### src/sdfcrc_pkg.sv
// Package for the SLIP deframer with CRC-16 check: codes, types, CRC update.
// No dependencies.
`timescale 1ns / 1ps

package sdfcrc_pkg;

   localparam logic [7:0] FEND  = 8'hC0;
   localparam logic [7:0] FESC  = 8'hDB;
   localparam logic [7:0] TFEND = 8'hDC;
   localparam logic [7:0] TFESC = 8'hDD;

   localparam logic [1:0] KIND_DATA      = 2'd0;
   localparam logic [1:0] KIND_GOOD      = 2'd1;
   localparam logic [1:0] KIND_CRC_ERROR = 2'd2;
   localparam logic [1:0] KIND_SHORT     = 2'd3;

   localparam logic [7:0] MIN_LENGTH_RESET = 8'd8;

   typedef struct packed {
      logic       valid;
      logic [7:0] rx_byte;
   } stage_type;

   typedef struct packed {
      logic       valid;
      logic [1:0] kind;
      logic [7:0] data_byte;
      logic [7:0] frame_length;
   } result_type;

   function automatic logic [15:0] crc_byte_update(input logic [7:0] b,
                                                  input logic [15:0] acc);
      logic [15:0] a;
      a = acc ^ {8'h00, b};
      a = {a[7:0], a[15:8]};
      a = a ^ {a[11:8], 12'h000};
      a = a ^ {12'h000, a[15:12]};
      a = a ^ {5'b00000, a[15:8], 3'b000};
      return a;
   endfunction

endpackage

### src/sdfcrc_req_if.sv
// Input channel carrying one raw received byte per item.
// Depends on nothing.
`timescale 1ns / 1ps

interface sdfcrc_req_if;
   logic       valid;
   logic       ready;
   logic [7:0] rx_byte;

   modport source (output valid, output rx_byte, input ready);
   modport sink (input valid, input rx_byte, output ready);
endinterface

### src/sdfcrc_rsp_if.sv
// Result channel carrying data bytes and frame verdicts.
// Depends on nothing.
`timescale 1ns / 1ps

interface sdfcrc_rsp_if;
   logic       valid;
   logic       ready;
   logic [1:0] kind;
   logic [7:0] data_byte;
   logic [7:0] frame_length;

   modport source (output valid, output kind, output data_byte, output frame_length,
                   input ready);
   modport sink (input valid, input kind, input data_byte, input frame_length,
                 output ready);
endinterface

### src/sdfcrc_in_stage.sv
// Input register of the deframer: holds one received byte until the core takes it.
// Depends on sdfcrc_pkg.
`timescale 1ns / 1ps

module sdfcrc_in_stage
   import sdfcrc_pkg::*;
(
   input  logic       clock,
   input  logic       reset,
   input  logic       req_valid,
   input  logic [7:0] req_rx_byte,
   output logic       req_ready,
   input  logic       take,
   output stage_type  stage
);

   logic       valid_ff, valid_in;
   logic [7:0] byte_ff, byte_in;
   logic       accept;

   assign req_ready = !valid_ff || take;
   assign accept    = req_valid && req_ready;

   always_comb begin
      valid_in = valid_ff;
      byte_in  = byte_ff;
      if (accept) begin
         valid_in = 1'b1;
         byte_in  = req_rx_byte;
      end else if (take) begin
         valid_in = 1'b0;
      end
   end

   always_ff @(posedge clock) begin
      if (reset) begin
         valid_ff <= 1'b0;
      end else begin
         valid_ff <= valid_in;
      end
      byte_ff <= byte_in;
   end

   assign stage.valid   = valid_ff;
   assign stage.rx_byte = byte_ff;

endmodule

### src/sdfcrc_frame_core.sv
// Frame state, unescape, CRC update and result register of the deframer.
// Depends on sdfcrc_pkg.
`timescale 1ns / 1ps

module sdfcrc_frame_core
   import sdfcrc_pkg::*;
#(
   parameter int FRAME_CAPACITY = 128
) (
   input  logic       clock,
   input  logic       reset,
   input  logic       csr_wr_en,
   input  logic [7:0] csr_wr_data,
   input  stage_type  stage,
   output logic       take,
   input  logic       rsp_ready,
   output result_type result
);

   localparam int CountWidth = $clog2(FRAME_CAPACITY + 1);

   logic                  pend_ff, pend_in;
   logic [CountWidth-1:0] count_ff, count_in;
   logic [15:0]           crc_ff, crc_in;
   logic [7:0]            held0_ff, held0_in;
   logic [7:0]            held1_ff, held1_in;
   logic [7:0]            min_ff;
   logic                  rvalid_ff, rvalid_in;
   logic [1:0]            kind_ff, kind_in;
   logic [7:0]            data_ff, data_in;
   logic [7:0]            len_ff, len_in;
   logic [7:0]            plain_byte;
   logic                  load;

   assign take = stage.valid && (!rvalid_ff || rsp_ready);

   always_comb begin
      pend_in    = pend_ff;
      count_in   = count_ff;
      crc_in     = crc_ff;
      held0_in   = held0_ff;
      held1_in   = held1_ff;
      load       = 1'b0;
      kind_in    = KIND_DATA;
      data_in    = 8'h00;
      len_in     = 8'h00;
      plain_byte = stage.rx_byte;
      if (pend_ff) begin
         case (stage.rx_byte)
            TFEND:   plain_byte = FEND;
            TFESC:   plain_byte = FESC;
            default: plain_byte = stage.rx_byte;
         endcase
      end
      if (take) begin
         case (stage.rx_byte)
            FESC: begin
               pend_in = 1'b1;
            end
            FEND: begin
               load = 1'b1;
               len_in = 8'(count_ff);
               if (count_ff < CountWidth'(2) || 8'(count_ff) < min_ff) begin
                  kind_in = KIND_SHORT;
               end else if ({held1_ff, held0_ff} == crc_ff) begin
                  kind_in = KIND_GOOD;
               end else begin
                  kind_in = KIND_CRC_ERROR;
               end
               pend_in  = 1'b0;
               count_in = '0;
               crc_in   = 16'h0000;
               held0_in = 8'h00;
               held1_in = 8'h00;
            end
            default: begin
               pend_in = 1'b0;
               if (count_ff < CountWidth'(FRAME_CAPACITY)) begin
                  if (count_ff >= CountWidth'(2)) begin
                     crc_in = crc_byte_update(held0_ff, crc_ff);
                  end
                  held0_in = held1_ff;
                  held1_in = plain_byte;
                  count_in = count_ff + CountWidth'(1);
                  load     = 1'b1;
                  data_in  = plain_byte;
               end
            end
         endcase
      end
      rvalid_in = load || (rvalid_ff && !rsp_ready);
   end

   always_ff @(posedge clock) begin
      if (reset) begin
         pend_ff   <= 1'b0;
         count_ff  <= '0;
         crc_ff    <= 16'h0000;
         held0_ff  <= 8'h00;
         held1_ff  <= 8'h00;
         min_ff    <= MIN_LENGTH_RESET;
         rvalid_ff <= 1'b0;
      end else begin
         pend_ff   <= pend_in;
         count_ff  <= count_in;
         crc_ff    <= crc_in;
         held0_ff  <= held0_in;
         held1_ff  <= held1_in;
         rvalid_ff <= rvalid_in;
         if (csr_wr_en) begin
            min_ff <= csr_wr_data;
         end
      end
      if (load) begin
         kind_ff <= kind_in;
         data_ff <= data_in;
         len_ff  <= len_in;
      end
   end

   assign result.valid        = rvalid_ff;
   assign result.kind         = kind_ff;
   assign result.data_byte    = data_ff;
   assign result.frame_length = len_ff;

endmodule

### src/slip_deframer_crc16_check_core.sv
// SLIP deframer with CRC-16 check, top level.
// Path: an accepted byte is held in the input register, then its result in the result register.
// Throughput: one byte per cycle while the result side takes items; set by the
// single frame-state stage (unescape plus one CRC byte update).
// Reset: synchronous, clears frame state and both valids; minimum length to 8.
`timescale 1ns / 1ps

module slip_deframer_crc16_check_core
   import sdfcrc_pkg::*;
#(
   parameter int FRAME_CAPACITY = 128
) (
   input  logic       clock,
   input  logic       reset,
   sdfcrc_req_if.sink   req_ch,
   sdfcrc_rsp_if.source rsp_ch,
   input  logic       csr_wr_en,
   input  logic [7:0] csr_wr_data
);

   stage_type  stage;
   result_type result;
   logic       take;

   sdfcrc_in_stage u_in_stage (
      .clock       (clock),
      .reset       (reset),
      .req_valid   (req_ch.valid),
      .req_rx_byte (req_ch.rx_byte),
      .req_ready   (req_ch.ready),
      .take        (take),
      .stage       (stage)
   );

   sdfcrc_frame_core #(
      .FRAME_CAPACITY (FRAME_CAPACITY)
   ) u_frame_core (
      .clock       (clock),
      .reset       (reset),
      .csr_wr_en   (csr_wr_en),
      .csr_wr_data (csr_wr_data),
      .stage       (stage),
      .take        (take),
      .rsp_ready   (rsp_ch.ready),
      .result      (result)
   );

   assign rsp_ch.valid        = result.valid;
   assign rsp_ch.kind         = result.kind;
   assign rsp_ch.data_byte    = result.data_byte;
   assign rsp_ch.frame_length = result.frame_length;

endmodule

### src/flat_wrapper.sv
// flat-port wrapper written by rule: the top's interface ports become plain ports
module slip_deframer_crc16_check_core_flat import sdfcrc_pkg::*;
#(
   parameter int FRAME_CAPACITY = 128
)
  (clock, reset, csr_wr_en, csr_wr_data, req_ch_valid, req_ch_rx_byte, req_ch_ready, rsp_ch_valid, rsp_ch_kind, rsp_ch_data_byte, rsp_ch_frame_length, rsp_ch_ready);
  sdfcrc_req_if req_ch_i ();
  sdfcrc_rsp_if rsp_ch_i ();
  input  logic clock;
  input  logic reset;
  input  logic csr_wr_en;
  input  logic [7:0] csr_wr_data;
  input wire logic [$bits(req_ch_i.valid)-1:0] req_ch_valid;
  input wire logic [$bits(req_ch_i.rx_byte)-1:0] req_ch_rx_byte;
  output wire logic [$bits(req_ch_i.ready)-1:0] req_ch_ready;
  output wire logic [$bits(rsp_ch_i.valid)-1:0] rsp_ch_valid;
  output wire logic [$bits(rsp_ch_i.kind)-1:0] rsp_ch_kind;
  output wire logic [$bits(rsp_ch_i.data_byte)-1:0] rsp_ch_data_byte;
  output wire logic [$bits(rsp_ch_i.frame_length)-1:0] rsp_ch_frame_length;
  input wire logic [$bits(rsp_ch_i.ready)-1:0] rsp_ch_ready;
  assign req_ch_i.valid = req_ch_valid;
  assign req_ch_i.rx_byte = req_ch_rx_byte;
  assign req_ch_ready = req_ch_i.ready;
  assign rsp_ch_valid = rsp_ch_i.valid;
  assign rsp_ch_kind = rsp_ch_i.kind;
  assign rsp_ch_data_byte = rsp_ch_i.data_byte;
  assign rsp_ch_frame_length = rsp_ch_i.frame_length;
  assign rsp_ch_i.ready = rsp_ch_ready;
  slip_deframer_crc16_check_core #(.FRAME_CAPACITY(FRAME_CAPACITY)) u_core (.clock(clock), .reset(reset), .req_ch(req_ch_i), .rsp_ch(rsp_ch_i), .csr_wr_en(csr_wr_en), .csr_wr_data(csr_wr_data));
endmodule
### config.mk
export PLATFORM = sky130hd
export DESIGN_NAME = slip_deframer_crc16_check_core_flat
export DESIGN_NICKNAME = d
export VERILOG_FILES = /design/src/sdfcrc_pkg.sv /design/src/sdfcrc_req_if.sv /design/src/sdfcrc_rsp_if.sv /design/src/sdfcrc_in_stage.sv /design/src/sdfcrc_frame_core.sv /design/src/slip_deframer_crc16_check_core.sv /design/src/flat_wrapper.sv
export SDC_FILE = /design/constraint.sdc
export NUM_CORES = 1
export LEC_CHECK = 0
export BUFFER_PORTS_ARGS = -buffer_cell sky130_fd_sc_hd__buf_4
export CAP_MARGIN = 0
export CORE_MARGIN = 1
export CORE_UTILIZATION = 45
export DETAILED_ROUTE_END_ITERATION = 16
export GPL_TIMING_DRIVEN = 0
export PLACE_DENSITY_LB_ADDON = 0.12
export SLEW_MARGIN = 25
export SYNTH_ARGS = -nofsm -noshare
export SYNTH_HDL_FRONTEND = slang
export SYNTH_HIERARCHICAL = 1
export SYNTH_SLANG_ARGS = --single-unit
### constraint.sdc
create_clock -name clock -period 3 [get_ports clock]
set_input_delay 0.15 -clock clock [delete_from_list [all_inputs] [get_ports clock]]
set_output_delay 0.15 -clock clock [all_outputs]
set_load 0.01 [all_outputs]
==> reports/qor.yml <==
timing:
  slew_headroom: 0.502
  whs_ns: 0.0375
  tightest_slew_ns: 0.746
  fin_skew_ns: 0.00718
  fin_setup_tns_ns: 0
  slew_viol_final: 0
  rsz0062_at_grt: "no"
  finalSetupViolCount: 0
  hold_viol: 0
  fin_crit_ns: 2.84
  fmax_ghz: 0.352
  fin_crit_sh: 0.946
worst_setup_path:
  end_kind: "flop"
  cp_max_fo: 18
  crit_type: "flop to flop"
  max_stage_delay_ns: 0.61
  cp_slowest_cell: "or4_4"
  critical_path.reg2reg.endpoint: "u_core/u_frame_core/len_ff[1]"
  cp.arrival_ns: 2.82
  reg2reg_from: "u_core/u_in_stage/byte_ff[3]"
  crit_required_ns: 2.98
  start_kind: "flop"
  crit_chain: "or4_4 -> nor4_4 -> a21oi_2 -> buf_2 -> inv_1"
  rrSetupSlack_ns: 0.16
  reg2regPathDepth: 5
finish:
  fillers: 670
  final_cells: 473
  drive_above_1_share: 0.195
  n_antenna_cell: 0
  area_growth_pct: 21.5
  final_nets: 398
clocking:
  clock_path_buffers: 2
  clock_latency_ns: 0.34
  clock_sinks: 77
  cts.reportedPaths.clkPinSlew_ns: 0.08
  clock-root-buffer: "clkbuf_8"
  tritoncts: "done"
  htreeDepth: 3
  numCtsBuffers: 9
synth:
  ys_ff_latch: 77
  syn_nets: 339
  ys_types: 49
  synth_edf_count: 26
  seq_area_frac_synth: 0.530
  yosys.area.top_type: "dfxtp_1"
  synth_flop_cell: "dfxtp_1"
  netlist_area_sq_um: 3400
  syn_inst: 310
  yosysTopAreaCellShare: 0.301
  synth_area_leaders: "dfxtp_1 30%, edfxtp_1 23%, xnor2_1 5.7%"
  postSynthAreaPerCell_sq_um: 11.0
  synth-async-reset-ratio: 0
  ys.warnings.count: 6
global_route:
  grt_first_pass_wirelength_mm: 11.9
  antenna_found_initial: 0
  grt_max_degree: 19
  first_global_vias: 2371
  grt_util_all_layers: 0.202
  grt_overflow: 0
floorplan:
  io_pins: 41
  die_x_um: 88.9
  die-height_um: 88.9
  fp.dieArea_sq_um: 7900
  core_area_sq_um: 7290
  initial_core_util: 0.466
  placementRows: 31
place:
  gp_congestion: 0.785
  buffer_ports.inserted: 39
  dp.cells: 448
  dp_hpwl_mm: 5.07
pwr:
  p_clk_frac: 0.388
  seq_power_share: 0.516
  p_comb_frac: 0.096
  swShare: 0.238
  internal_power_w: 0.00169
  leakage_nw: 1.62
  cellPowerDensity_nw_per_um2: 538
  switchingPower_w: 0.000529
  vdd_drop_max_mv: 0.321
hold_path:
  holdCritPathClass: "input port to flop"
  whs_path_depth: 3
  worstHoldStart: "csr_wr_data[2]"
  hold-path-endpoint: "u_core/u_frame_core/min_ff[2]"
route:
  antenna_left: 0
  wl_mm: 7.03
  drc_errors: 0
  routed_via_density: 5.14
  first_pass_iters: 4
  num_vias: 2431
  post_drt_wl_per_cell_um: 14.9
  drt_iter0_drc: 122
flow_run:
  drv_cap: 0
run_status:
  run_status: "finished, final reports clean"
sequential cells by signal (all words and copies together), names as in the netlist:
| signal | cells |
|---|---|
| u_core/u_frame_core/pend_ff | 1 |
| u_core/u_in_stage/valid_ff | 1 |
| u_core/u_frame_core/count_ff | 8 |
| u_core/u_frame_core/min_ff | 8 |
| u_core/u_frame_core/len_ff | 8 |
| u_core/u_frame_core/held1_ff | 8 |
| u_core/u_frame_core/rvalid_ff | 1 |
| u_core/u_frame_core/crc_ff | 16 |
| u_core/u_frame_core/data_ff | 8 |
| u_core/u_in_stage/byte_ff | 8 |
| u_core/u_frame_core/held0_ff | 8 |
| u_core/u_frame_core/kind_ff | 2 |
cells in the final DEF, fill, tap and decap left out, types with 2 or more instances in the layout:
master         instances
dfxtp_1               51
buf_4                 42
nor2_1                28
edfxtp_1              26
xnor2_1               22
inv_1                 17
o2bb2ai_1             16
mux2i_1               15
xor2_1                12
a21oi_1               12
and2_1                12
nand2_1               11
clkbuf_8               9
dlygate4sd3_1          9
o21ai_0                9
ha_1                   8
nand3_1                6
nand4_1                5
nor3_1                 5
or3_1                  5
buf_2                  4
and3_1                 4
clkbuf_1               3
bufinv_16              2
clkinv_4               2
or2_1                  2
a21oi_2                2
a31oi_1                2
o211ai_1               2
o2111ai_1              2
nand3b_1               2
a22oi_1                2
a32oi_1                2
synthesized netlist by cell type, types with 2 or more instances:
cell	n
and2_1	12
buf_2	4
or2_1	2
xnor2_1	22
nor2_1	28
and3_1	4
edfxtp_1	26
a31oi_1	2
a22oi_1	2
a32oi_1	2
o211ai_1	2
xor2_1	12
nand4_1	5
nand3b_1	2
nand2_1	11
ha_1	8
a21oi_1	12
buf_4	3
nand3_1	6
o2111ai_1	2
a21oi_2	2
clkbuf_1	3
inv_1	17
mux2i_1	15
dfxtp_1	51
nor3_1	5
o21ai_0	9
or3_1	5
o2bb2ai_1	16
cell families (layout without fill, tap and decap cells):
kind of cell,Yosys count,in the layout,share of synthesized area
buffers and inverters,30,94,0.0401
and+or+nand+nor,92,92,0.151
xor gates and xnor gates,35,35,0.0924
DFF,77,77,0.530
muxes,15,15,0.0442
adders and majority gates,8,8,0.0295
AOI/OAI and AO/OA,53,53,0.112
power groups by stage:
| stage | sequential, W | combinational (W) | clock, W |
|---|---|---|---|
| after floorplan | 0.00117 | 0.000128 | 0 |
| after global placement | 0.00117 | 0.000202 | 0 |
| after detailed placement | 0.00117 | 0.000204 | 0 |
| after CTS | 0.00115 | 0.000214 | 0.000895 |
| after global routing | 0.00115 | 0.000237 | 0.000931 |
| final | 0.00115 | 0.000214 | 0.000861 |
worst max-delay path by stage:
stage                                           endpoint  depth (start not counted)  slack (ns)                    startpoint
after floorplan           u_core/u_frame_core/data_ff[0]                          5        0.68  u_core/u_in_stage/byte_ff[3]
after detailed placement  u_core/u_frame_core/kind_ff[0]                          5        0.17  u_core/u_in_stage/byte_ff[3]
after CTS                 u_core/u_frame_core/data_ff[0]                          5        0.16  u_core/u_in_stage/byte_ff[3]
after global placement    u_core/u_frame_core/data_ff[6]                          5        0.18  u_core/u_in_stage/byte_ff[3]
final                      u_core/u_frame_core/len_ff[1]                          5        0.16  u_core/u_in_stage/byte_ff[3]
after global routing       u_core/u_frame_core/len_ff[3]                          5       0.002  u_core/u_in_stage/byte_ff[3]
per-layer routing:
layer / global-route usage / routed length, um / part of all wire / vias up
met5: 0 / 0 / 0 / -
met4: 0.0440 / 72 / 0.010 / 0
met2: 0.332 / 3280 / 0.47 / 54
met3: 0.0541 / 358 / 0.051 / 6
met1: 0.269 / 3320 / 0.47 / 1158
li1: - / - / - / 1213
worst max-delay path: cells and delay by family, from the launching register on:
family / cells / cell delay, ns
compound gates: 1 / 0.16
buf+inv: 2 / 0.80
flops: 1 / 0.49
simple gates: 2 / 1.02
area by class of cell:
cell class | instances | area [sq um] | share of cell area
multi-input cells | 203 | 1460 | 0.354
clock inverters | 7 | 98.8 | 0.0240
flip-flops and latches | 77 | 1800 | 0.437
repair buffers | 48 | 383 | 0.0928
inverters | 18 | 67.6 | 0.0164
plain buffers | 12 | 68.8 | 0.0167
clock buffers | 9 | 124 | 0.0300
well taps | 99 | 124 | 0.0300
repair_timing:
action / CTS / global route
hold buffers: 9 / 0
setup buffers: 0 / 0
endpoints found under the hold margin: 9 / 0
gates resized for setup: 0 / 0
stage by stage:
stage                     setup slack [ns]  instance area [sq um]  power (W)  utilization
after floorplan                      0.675                   3400    0.00130            -
after global placement               0.181                   3810    0.00137        0.523
after detailed placement             0.174                   3810    0.00138        0.523
after CTS                            0.158                   4130    0.00226        0.566
after global routing               0.00193                   4130    0.00232        0.566
final                                0.163                   4130    0.00222        0.566
No activity file was read; power rests on OpenSTA's default activity.
